==> config.mk <==
export PLATFORM = sky130hd
export DESIGN_NAME = hsr_ram
export DESIGN_NICKNAME = d
export VERILOG_FILES = /design/src/hsr_ram.sv
export SDC_FILE = /design/constraint.sdc
export NUM_CORES = 1
export LEC_CHECK = 0
export ABC_AREA = 1
export BUFFER_PORTS_ARGS = -buffer_cell sky130_fd_sc_hd__buf_2
export CAP_MARGIN = 20
export CORE_UTILIZATION = 55
export DETAILED_ROUTE_END_ITERATION = 6
export GPL_ROUTABILITY_DRIVEN = 0
export GPL_TIMING_DRIVEN = 0
export PLACE_DENSITY = 0.77
export SKIP_LAST_GASP = 1
export SLEW_MARGIN = 20
export SYNTH_ARGS = -nofsm -noshare
export SYNTH_HDL_FRONTEND = slang
export SYNTH_SLANG_ARGS = --single-unit
export TNS_END_PERCENT = 1
==> constraint.sdc <==
create_clock -name i_clk -period 1.95 [get_ports i_clk]
set_input_delay 0.585 -clock i_clk [delete_from_list [all_inputs] [get_ports i_clk]]
set_output_delay 0.585 -clock i_clk [all_outputs]
set_load 0.03 [all_outputs]
==> src/hsr_ram.sv <==
`timescale 1ns / 1ps
// ----------------------------------------------------------------------------
// hsr_ram
// Generic single-write, single-read RAM with registered read data.
// ----------------------------------------------------------------------------
module hsr_ram #(
    parameter int WIDTH = 8,
    parameter int DEPTH = 32
) (
    input  logic                     i_clk,
    input  logic                     i_we,
    input  logic [$clog2(DEPTH)-1:0] i_waddr,
    input  logic [WIDTH-1:0]         i_wdata,
    input  logic                     i_re,
    input  logic [$clog2(DEPTH)-1:0] i_raddr,
    output logic [WIDTH-1:0]         o_rdata
);

    logic [WIDTH-1:0] r_mem [DEPTH];
    logic [WIDTH-1:0] r_rdata;

    always_ff @(posedge i_clk) begin
        if (i_we) begin
            r_mem[i_waddr] <= i_wdata;
        end
        if (i_re) begin
            r_rdata <= r_mem[i_raddr];
        end
    end

    assign o_rdata = r_rdata;

endmodule

# Yosys cells after proc, flatten, opt, wreduce, memory -nomap -nowiden
# Memories as Yosys holds them, arrays and structs flattened. A register that Yosys moved wholly into a read port is not among the register bits.
# Index checks and enable logic that the tools add are counted.
[word_totals]
register_bits = 0
ramBits = 256
word_cells = 3
memories = 1
[classes]
n_mux = 2
[mem_list]
columns = ["name", "words", "word_bits", "read_ports", "rd_ports_with_merged_regs", "write_ports", "line_no", "text"]
rows = [
  ["r_mem", 32, 8, 1, 1, 1, "19", "logic [WIDTH-1:0] r_mem [DEPTH];"],
]
[ops]
columns = ["cell", "n"]
rows = [
  ["$mux 1", 2],
]

# Logic depth before layout (Yosys ltp)
[logic_depth]
word_depth = 2
depth_mapped = 11
depth_no_buf = 9

# Least setup slack after synthesis
# No wires, ideal clock.
[synth_timing]
path_kind = "input -> register"
start = "input port i_waddr[0]"
end = "memory r_mem[0][0] (enable)"
setup_time_ps = 370
t_arrival_ps = 1249
setup_slack_ps = 331
stages = 3
path_buffers = 0
cell_sequence = "inv_1 nand3_1 nor2_1"
[synth_lines]
columns = ["item", "line_no", "text"]
rows = [
  ["start: declaration", "12", "input logic [$clog2(DEPTH)-1:0] i_waddr,"],
  ["end: declaration", "19", ""],
]
# No word-level cell before the write port.

==> Flow_metrics.wiki <==
{| class="wikitable"
! Metric !! Value
|-
| Result of the run || finished, final reports clean
|-
| Vertical die dimension || 142.6 um
|-
| Via count || 7270
|-
| Arrival time of the worst setup path || 2.19 ns
|-
| Wire length of the first global-routing pass || 39.54 mm
|-
| CP required || 2.22 ns
|-
| Clock net sink count || 264
|-
| Class of the worst hold path || in2reg
|-
| Fraction of final layout cells sized beyond drive strength 1 || 0.1155
|-
| Maximum number of pins on one net before global-route repair || 33
|-
| Category of the worst setup path capture point || register
|-
| Final cell count without fillers || 1261
|-
| Total of fill cells in the finished design || 1446
|-
| Cell with the biggest individual delay on the critical path || buf_1
|-
| Unrepaired setup endpoints after global routing || true
|-
| Unique cell type count in the Yosys netlist || 11
|-
| Post-synthesis cell area || 0.01087 mm2
|-
| Placed wire-length estimate || 16.85 mm
|-
| Post-cts gate resize count || 0
|-
| Growth of design area from synthesis to finish || 12.00%
|-
| Slew Limit Headroom || 0.2992
|-
| Final Hold Violating Endpoints || 0
|-
| Warnings from Yosys || 0
|-
| CP max stage delay || 0.52 ns
|-
| WL final || 26.44 mm
|-
| Total routing resource utilization after global routing || 0.2691
|-
| Post-DR vias/cell || 5.765
|-
| Critical path's most frequent cell || nand2_1
|-
| Number of antenna violations at the first check in global routing || 1
|-
| Total power || 12.15 mW
|-
| Worst clock skew || 0.01234 ns
|-
| DR pass1 iterations || 5
|-
| TritonCTS clock tree || done
|-
| Total of flip-flops plus latches after synthesis || 264
|-
| Dominant combinational cell family by area after synthesis || simple AND/OR/NAND/NOR gates
|-
| Htree depth || 1
|-
| Compound-cell area share of the yosys netlist || 0
|-
| WL per Instance || 20.97 um
|-
| Commonest non-fill, non-tap cell in the layout || nand2_1
|-
| CP cell instances || buf_2 -> inv_2 -> buf_1 -> nand3_1 -> nand3_1 -> nand2_1 -> nand2_1 -> nand2_1 -> nand2_1 -> nand2_1
|-
| Number of maximum-capacitance violations || 0
|-
| Worst-skew pair later-pin latency || 0.54 ns
|-
| Ant. Diodes || 0
|-
| Buffers plus inverters on the worst setup path || 3
|-
| Total nets after synthesis || 943
|-
| Area inside the core boundary || 0.01940 mm2
|-
| Overflow left after global routing || 0
|-
| Number of hold-repair buffers added at the cts stage || 0
|-
| Remaining antenna violation count || 0
|-
| Initial core utilization || 0.5602
|-
| Number of cell rows || 51
|-
| Kind of cell with the highest combined delay on the critical path || buffers and inverters
|-
| CTS Root Cell || clkbuf_16
|-
| Syn avg cell area || 11.79 um2
|-
| DRC || 0
|-
| Nets@finish || 997
|-
| Static power due to leakage || 4.541 nW
|-
| Highest attainable clock frequency || 521.8 MHz
|-
| Overall die area || 0.02032 mm2
|-
| Final critical delay including setup and external delays || 1.917 ns
|-
| Die X || 142.6 um
|-
| Post-synthesis mux area share || 0
|-
| Type of the worst setup path || in2reg
|-
| Max rail drop VDD || 741.8 uV
|-
| Leading cell types in the layout, fill and taps excluded || nand2_1 (360), edfxtp_1 (264), nand3_1 (204), buf_2 (40), nor2_1 (32)
|-
| Seq/Total Area, Yosys || 0.7295
|-
| Number of buffers created by CTS || 27
|-
| Placed insts || 1212
|-
| Number of buffers added on ports || 25
|-
| Number of endpoints failing setup at the final stage || 0
|-
| Vias in the first global route || 6853
|-
| Maximum fanout encountered on the critical timing path || 10
|-
| Post-synthesis instance total || 922
|-
| Number of DRC markers in iteration 0 || 990
|-
| Adder and majority cell fraction of the synthesized area || 0
|-
| Clock-pin transition on the worst setup and hold timing paths || 0.06 ns
|-
| Slew at the pin closest to its max-slew limit || 1.047 ns
|-
| Fraction of the cycle the final worst path needs || 0.9829
|-
| Element type at the critical path start || input pin
|-
| Count of pins on the block boundary || 29
|-
| Parity-gate share of the synthesized area counting xor and xnor cells || 0
|-
| Post-CTS setup repair buffer count || 0
|-
| Post-synthesis simple-gate area fraction || 0.2294
|-
| Final slew viol count || 0
|-
| Clock Path Buffers || 3
|-
| Power density of the placed cells || 998.5 mW/mm2
|}
kinds of logic after synthesis:
family	count (synthesis)
and+or+nand+nor	596
buffers and inverters	62
DFF	264
per-layer routing:
layer  up-vias  share of wire  global-route usage
li1       3317              -                   -
met2       401           0.47              0.4275
met3        68          0.098             0.03769
met5         -        0.00045                   0
met1      3482           0.40              0.3849
met4         2          0.030             0.09055
synth_stat cells:
master	n	area, um2
nand2_1	360	1351
edfxtp_1	264	7928
nand3_1	204	1021
nor2_1	32	120.1
buf_6	24	270.3
buf_2	15	75.07
inv_1	8	30.03
clkbuf_1	7	26.28
buf_4	4	30.03
buf_1	2	7.510
inv_2	2	7.510
sequential cells by signal (all words and copies together), names as in the netlist:
name,flops
o_rdata,8
r_mem,256
power breakdown:
| group | internal, mW | switching [mW] |
|---|---|---|
| registers | 6.33 | 0.0175 |
| clock network | 2.80 | 2.16 |
| logic | 0.230 | 0.615 |
layout make-up:
class | instances | area, um2 | area share
plain buffers | 52 | 410.4 | 0.03372
multi-input cells | 596 | 2492 | 0.2048
clock buffers | 27 | 675.6 | 0.05552
well taps | 265 | 331.6 | 0.02724
repair buffers | 25 | 125.1 | 0.01028
clock inverters | 22 | 170.2 | 0.01398
inverters | 10 | 37.54 | 0.003084
flip-flops and latches | 264 | 7928 | 0.6514
worst register-to-register path: stages (launching register included):
cell      delay, ns
edfxtp_1       0.36
nand2_1        0.08
nand3_1        0.10
nand3_1        0.20
nand2_1        0.09
nand2_1        0.06
nand2_1        0.06
nand2_1        0.05
nand2_1        0.09
path summary, 6_finish.rpt:
check	start	endpoint	slack, ns	cells after the start
setup reg to reg	r_mem[21][1]	o_rdata[1]	0.60	8
hold / removal	i_re	o_rdata[7]	0.38	1
setup / recovery	i_raddr[1]	o_rdata[7]	0.03	10
hold reg to reg	r_mem[2][6]	o_rdata[6]	0.92	8
through the flow:
step,setup slack [ns],cell area (um2),hold WS (ns),util,TNS [ns]
after floorplan,0.3310,10870,0.6839,-,0
after global placement,-0.4427,11320,0.8807,0.5837,-48.87
after detailed placement,-0.4480,11320,0.8840,0.5837,-60.11
after CTS,0.08072,12170,0.3752,0.6273,0
after global routing,-0.009701,12170,0.3836,0.6274,-0.009701
final,0.03341,12170,0.3783,0.6274,0
Power figures use the tool's default switching activity.
