**src/hsr_pkg.sv**
```systemverilog
`timescale 1ns / 1ps
// ----------------------------------------------------------------------------
// hsr_pkg
// Shared widths, register indexes, reset values and table entry layout for the
// high-voltage setpoint ramp.
// ----------------------------------------------------------------------------
package hsr_pkg;

    localparam int CHAN_COUNT = 32;
    localparam int ADDR_W     = (CHAN_COUNT > 1) ? $clog2(CHAN_COUNT) : 1;

    localparam int CHAN_W    = 5;
    localparam int VOLT_W    = 24;
    localparam int RATE_W    = 20;
    localparam int TIME_W    = 32;
    localparam int CFG_IDX_W = 2;
    localparam int CFG_W     = 24;

    // ramp step: floor(elapsed * rate / 1000), saturated to 2^24
    localparam int STEP_W    = 25;
    localparam int HALF_W    = TIME_W / 2;
    localparam int PPROD_W   = HALF_W + RATE_W;
    localparam int PROD_W    = TIME_W + RATE_W;

    // below the saturation point the product fits 34 bits, so product >> 3
    // fits 31 bits and floor(x / 125) = (x * RECIP_125) >> RECIP_SH exactly
    localparam int DIVX_W       = 31;
    localparam int RECIP_W      = 29;
    localparam int RECIP_SH     = 35;
    localparam int RECIP_PROD_W = DIVX_W + RECIP_W;

    localparam logic [RECIP_W-1:0] RECIP_125     = 29'd274_877_907;
    localparam logic [PROD_W-1:0]  STEP_SAT_PROD = 52'd16_777_217_000;
    localparam logic [STEP_W-1:0]  STEP_MAX      = 25'd16_777_216;

    // configuration register indexes
    localparam logic [CFG_IDX_W-1:0] CFG_VOLT_LIMIT = 2'd0;
    localparam logic [CFG_IDX_W-1:0] CFG_AWAY_RATE  = 2'd1;
    localparam logic [CFG_IDX_W-1:0] CFG_TOWARD     = 2'd2;
    localparam logic [CFG_IDX_W-1:0] CFG_HW_RAMP    = 2'd3;

    localparam logic signed [VOLT_W-1:0] RST_VOLT_LIMIT = 24'sd100000;
    localparam logic [RATE_W-1:0]        RST_AWAY_RATE  = 20'd5000;
    localparam logic [RATE_W-1:0]        RST_TOWARD     = 20'd50000;

    // item kinds
    localparam logic MODE_DEMAND = 1'b0;
    localparam logic MODE_RAMP   = 1'b1;

    typedef struct packed {
        logic signed [VOLT_W-1:0] target;
        logic signed [VOLT_W-1:0] setpoint;
        logic [TIME_W-1:0]        ctime;
    } t_entry;

    localparam int ENTRY_W = $bits(t_entry);

endpackage

```
**src/hsr_step.sv**
```systemverilog
`timescale 1ns / 1ps
// ----------------------------------------------------------------------------
// hsr_step
// Ramp step unit: elapsed * rate in two 16x20 partial products, then the
// saturation check and the division by 1000 as a shift and a reciprocal
// multiply.
// ----------------------------------------------------------------------------
module hsr_step (
    input  logic                          i_clk,
    input  logic                          i_rst_n,
    input  logic                          i_start,
    input  logic [hsr_pkg::TIME_W-1:0]    i_elapsed,
    input  logic [hsr_pkg::RATE_W-1:0]    i_rate,
    output logic                          o_done,
    output logic [hsr_pkg::STEP_W-1:0]    o_step
);
    import hsr_pkg::*;

    localparam logic [2:0] ST_IDLE = 3'd0;
    localparam logic [2:0] ST_MLO  = 3'd1;
    localparam logic [2:0] ST_MHI  = 3'd2;
    localparam logic [2:0] ST_SUM  = 3'd3;
    localparam logic [2:0] ST_CHK  = 3'd4;
    localparam logic [2:0] ST_DONE = 3'd5;

    logic [2:0]              r_state, n_state;
    logic [TIME_W-1:0]       r_e;
    logic [RATE_W-1:0]       r_r;
    logic [PPROD_W-1:0]      r_plo, r_phi;
    logic [PROD_W-1:0]       r_prod;
    logic                    r_sat;
    logic [STEP_W-1:0]       r_quo;
    logic [RECIP_PROD_W-1:0] quo_prod;

    // floor(p / 1000) = floor((p >> 3) / 125); exact whenever the step is not saturated
    assign quo_prod = RECIP_PROD_W'(r_prod[DIVX_W+2:3]) * RECIP_PROD_W'(RECIP_125);

    always_comb begin
        n_state = r_state;
        case (r_state)
            ST_IDLE: if (i_start) n_state = ST_MLO;
            ST_MLO:  n_state = ST_MHI;
            ST_MHI:  n_state = ST_SUM;
            ST_SUM:  n_state = ST_CHK;
            ST_CHK:  n_state = ST_DONE;
            ST_DONE: n_state = ST_IDLE;
            default: n_state = ST_IDLE;
        endcase
    end

    always_ff @(posedge i_clk) begin
        if (!i_rst_n) begin
            r_state <= ST_IDLE;
        end else begin
            r_state <= n_state;
        end
    end

    always_ff @(posedge i_clk) begin
        case (r_state)
            ST_IDLE: begin
                r_e <= i_elapsed;
                r_r <= i_rate;
            end
            ST_MLO:  r_plo <= PPROD_W'(r_e[HALF_W-1:0]) * PPROD_W'(r_r);
            ST_MHI:  r_phi <= PPROD_W'(r_e[TIME_W-1:HALF_W]) * PPROD_W'(r_r);
            ST_SUM:  r_prod <= PROD_W'(r_plo) + {r_phi, {HALF_W{1'b0}}};
            ST_CHK: begin
                r_sat <= (r_prod >= STEP_SAT_PROD);
                r_quo <= quo_prod[RECIP_PROD_W-1:RECIP_SH];
            end
            default: ;
        endcase
    end

    assign o_done = (r_state == ST_DONE);
    assign o_step = r_sat ? STEP_MAX : r_quo;

endmodule
```
**config.mk**
```make
export PLATFORM = sky130hd
export DESIGN_NAME = hsr_step
export DESIGN_NICKNAME = d
export VERILOG_FILES = /design/src/hsr_pkg.sv /design/src/hsr_step.sv
export SDC_FILE = /design/constraint.sdc
export NUM_CORES = 2
export LEC_CHECK = 0
export BUFFER_PORTS_ARGS = -buffer_cell sky130_fd_sc_hd__buf_2
export CAP_MARGIN = 10
export CORE_MARGIN = 4
export CORE_UTILIZATION = 55
export CTS_CLUSTER_DIAMETER = 200
export DETAILED_ROUTE_END_ITERATION = 10
export PLACE_DENSITY = 0.71
export SLEW_MARGIN = 20
export SYNTH_ARGS = -nofsm -noshare
export SYNTH_HDL_FRONTEND = slang
export SYNTH_SLANG_ARGS = --single-unit
```
**constraint.sdc**
```tcl
create_clock -name i_clk -period 8.4 [get_ports i_clk]
set_input_delay 1.68 -clock i_clk [delete_from_list [all_inputs] [get_ports i_clk]]
set_output_delay 1.68 -clock i_clk [all_outputs]
set_load 0.05 [all_outputs]
```
After elaboration in Yosys (flattened, before gate mapping)
Index checks and enable logic that the tools add are counted.
{ "word_totals": {"in_bits": 55, "elab_cells": 23, "out_inout_bits": 26, "register_bits": 205} }
{ "classes": {"n_lt_le_gt_ge": 1, "n_mux": 3, "eq_ne": 6, "reduce_logical": 1, "n_mul": 3, "addsub": 1} }
{ "op_table": {"columns": ["cell", "count"], "rows": [
  ["$mul 16x20->36", 2],
  ["$mul 31x29->60 const B", 1],
  ["$add 36x52->52", 1],
  ["$ge 52x34->1 const B", 1],
  ["$mux 25", 1],
  ["$pmux 3 s5", 1],
  ["$eq 3x2->1 const B", 2],
  ["$eq 3x3->1 const B", 2],
  ["$eq 3x1->1 const B", 1],
  ["$logic_not 3->1", 1],
  ["$mux 3", 1],
  ["$ne 2x2->1 const B", 1]
]} }

Logic depth before layout (Yosys ltp)
{ "logic_depth": {"ltp_word": 2, "mapped_depth": 25, "mapped_depth_nobuf": 25} }

Worst setup path after synthesis
Ideal clock, no wire load.
{ "synth_timing": {"path_type": "register to register", "from": "register r_prod[16]", "to": "register r_quo[24] (data pin)", "required_time_ns": 8.146, "synth_period_minus_slack_ns": 6.703, "setup_time_ns": 0.254, "path_slack_ns": 1.697, "stages_incl_launch_ff": 24, "arrival_ns": 6.449, "path_buffers": 0, "cell_sequence": "edfxtp_1 -> inv_1 -> ha_1 -> fa_1 -> fa_1 -> inv_1 -> fa_1 -> inv_1 -> fa_1 -> fa_1 -> fa_1 -> inv_1 -> fa_1 -> inv_1 -> ha_1 -> a21oi_1 -> o21ai_0 -> nor2_1 -> a211oi_1 -> o31a_1 -> or4b_4 -> a31oi_4 -> o21bai_2 -> a21o_1"} }
{ "synth_via": {"elab_chain_cells": 1} }
{ "synth_lines": {"columns": ["item", "line_no", "text"], "rows": [
  ["start: declaration", "hsr_step.sv:30", "logic [PROD_W-1:0] r_prod;"],
  ["start signal: assignment", "hsr_step.sv:67", "ST_SUM: r_prod <= PROD_W'(r_plo) + {r_phi, {HALF_W{1'b0}}};"],
  ["$mul 31x29->60", "hsr_step.sv:36", "assign quo_prod = RECIP_PROD_W'(r_prod[DIVX_W+2:3]) * RECIP_PROD_W'(RECIP_125);"],
  ["net quo_prod[59]", "hsr_step.sv:33", "logic [RECIP_PROD_W-1:0] quo_prod;"],
  ["end signal: assignment", "hsr_step.sv:70", "r_quo <= quo_prod[RECIP_PROD_W-1:RECIP_SH];"],
  ["end: declaration", "hsr_step.sv:32", "logic [STEP_W-1:0] r_quo;"]
]} }
The timed path passes the listed nets, and every way through them passes these cells.
A chain may end at the register's enable or synchronous reset.

Final worst setup path
{ "layout_timing": {"from": "register r_prod[15]", "to": "register r_quo[17] (data pin)"} }
The elaborated chain is that of the path after synthesis.

==> metrics <==
r2r endpoint r_quo[17]; P&R area growth vs syn 5.637%; R2R depth 23; relative slew slack 0.2525; status complete, no violations; Site Rows 102; synthesized area 43,060 µm²; dpl hpwl 85.86 mm; ant diodes 0; Die Wd 287.8 µm; fmax 131.6 MHz; kind of critical path reg -> reg; FILL cells 6,676; routed wl met3 7.838 mm; Reg2Reg Launch Point r_prod[15]; mean post-synth cell area 9.709 µm²; global-route wire length before repair 172.1 mm; Required @ worst endpoint 8.71 ns; WL final 105.6 mm; M1 WL 42.90 mm; Hold EP r_prod[2]; met2 routed WL 50.39 mm; count of non-filler cells in the finished layout 5,502; Mapped Cells 4,435; gr usage total 0.2647; commonest cells in the netlist inv_1, fa_1, ha_1, nand2_1, and2_1; area leader, netlist fa_1; Post-CTS Setup Inserts 0; Initial Util 0.5559; vias per inst 5.451; CTS Hold Bufs 0; largest net degree at the start of global routing 53; Slew Viols, Final 0; grt total ovfl 0; die height 287.8 µm; Starting DRT DRC Count 1,882; async set-or-reset flop fraction in the synthesized netlist 0; # DRC 0; Vias 29,990; CTS Buffer Depth 3; RSZ-0062 raised after global routing false; CTS Buf Count 26; Root Buffer clkbuf_16; net count after synthesis 5,908; register bit total from synthesis 205; crit start category flop; clock-pin slew on the worst setup and hold paths 0.06 ns; hold_sp r_plo[2]; final setup vio count 0; Core ar. 77,470 µm²; Tmin final 7.601 ns; vias in the first global route 32,360; top cells by area, synth fa_1, ha_1, edfxtp_1; final period utilization 0.9049; router iterations before antenna repair 5; Synth cell types 70; CP endpoint kind flop; PostCTS Resize Cnt 0; Worst-Margin Slew 1.121 ns; layout cells sized above 1 0.04617; port buffer count 80; die area 82,830 µm²; clk_skew 0.02316 ns; DR top layer met4; R2R Setup Slk 0.80 ns; Critical Path AT 7.91 ns; Hold Path Depth 0; max_cap viols 0; nets 5,918; Post-Route Setup TNS 0 ns; Routed WL per cell 19.20 µm; Inst Count DP 5,456; IO Pins 81; Clock Latency Late Sink 0.57 ns; Routed Antenna Nets 0; post-synth top area share 0.3664; EDFF count, synth 202; count leader, synth inv_1; commonest register cell after synthesis edfxtp_1; clk sinks 205; sequential fraction of the synthesis area 0.1423; CP Max Fanout 10; synth warn 0; antenna violations before repair 0; CTS H-tree lvls 1; kind of path behind the tightest hold check reg -> reg; Fin. Hold Viols 0; gpl congestion 0.9600; CTS tree built
## placed cells by master, fill, tap and decap left out, types with 6 or more instances in the layout
cell type / instances
inv_1: 1134
fa_1: 788
ha_1: 630
nand2_1: 511
and2_1: 221
edfxtp_1: 202
a21oi_1: 125
buf_2: 80
xnor2_1: 75
a21o_1: 71
o21ai_0: 71
nor2_1: 69
buf_4: 57
xor2_1: 48
nor2b_1: 40
nand4_1: 36
nand3_1: 35
clkbuf_16: 27
nor3_1: 25
a31oi_1: 19
o21bai_1: 18
and3_1: 16
a211oi_1: 13
o21a_1: 12
nor4_1: 10
nand2b_1: 8
and4_1: 7
o211ai_1: 6
o31ai_1: 6
## through the flow
step                      instance area [µm²]  utilization  setup WS, ns  hold slack (ns)
after floorplan                         43060            -         1.697           0.4003
after global placement                  44650       0.5763        0.9541           0.4052
after detailed placement                44650       0.5764        0.8594           0.4079
after CTS                               45470       0.5870        0.8791           0.4225
after global routing                    45490       0.5872        0.4203           0.4373
final                                   45490       0.5872        0.7989           0.4208
## state kept, by name, indices dropped and copies added (netlist names)
| signal | flops |
|---|---|
| r_state | 3 |
| r_prod | 52 |
| r_r | 20 |
| r_e | 32 |
| r_phi | 36 |
| r_plo | 36 |
| r_sat | 1 |
| r_quo | 25 |
## critical path, stage by stage (launching register included)
cell       delay, ns
edfxtp_1        0.72
inv_1           0.25
ha_1            0.39
fa_1            0.40
fa_1            0.49
inv_1           0.05
fa_1            0.53
inv_1           0.08
fa_1            0.49
fa_1            0.50
fa_1            0.49
inv_1           0.05
fa_1            0.47
inv_1           0.04
ha_1            0.33
a21oi_1         0.18
o21ai_0         0.14
a31oi_1         0.26
nor4_1          0.09
a2111oi_0       0.32
o21ai_1         0.27
a2111oi_2       0.49
o21ai_0         0.16
xor2_1          0.16
## routing by layer
layer,vias to the layer above,global-route usage
met1,14930,0.3488
li1,13640,-
met4,0,0.09229
met5,-,0
met2,1162,0.4436
met3,261,0.04592
## worst max path at each step
stage / slack (ns) / start / endpoint / cells after the start
after global placement: 0.95 / r_prod[19] / r_quo[19] / 21
after detailed placement: 0.86 / r_prod[9] / r_quo[11] / 23
after floorplan: 1.70 / r_prod[16] / r_quo[24] / 23
final: 0.80 / r_prod[15] / r_quo[17] / 23
after CTS: 0.88 / r_prod[15] / r_quo[17] / 23
after global routing: 0.42 / r_prod[15] / r_quo[17] / 23
## area by class of cell
class	count	area, µm²	share of cell area
Inverter	1134	4257	0.09358
Clock buffer	29	683.2	0.01502
Sequential cell	205	6126	0.1347
Timing Repair Buffer	140	883.3	0.01942
Multi-Input combinational cell	2938	32100	0.7057
Clock inverter	16	137.6	0.003026
Tap cell	1040	1301	0.02861
## cells by family (layout without fill, tap and decap cells)
kind of cell,Yosys count,in the layout,synth area share
adders and majority gates,1418,1418,0.5494
buffers and inverters,1292,1319,0.1131
and+or+nand+nor,1006,1006,0.1120
AOI/OAI and AO/OA,391,391,0.05823
DFF,205,205,0.1423
xor gates and xnor gates,123,123,0.02502
Power is not shown: default switching activity piles up to over one toggle a cycle in this logic, so the estimate is an artifact.
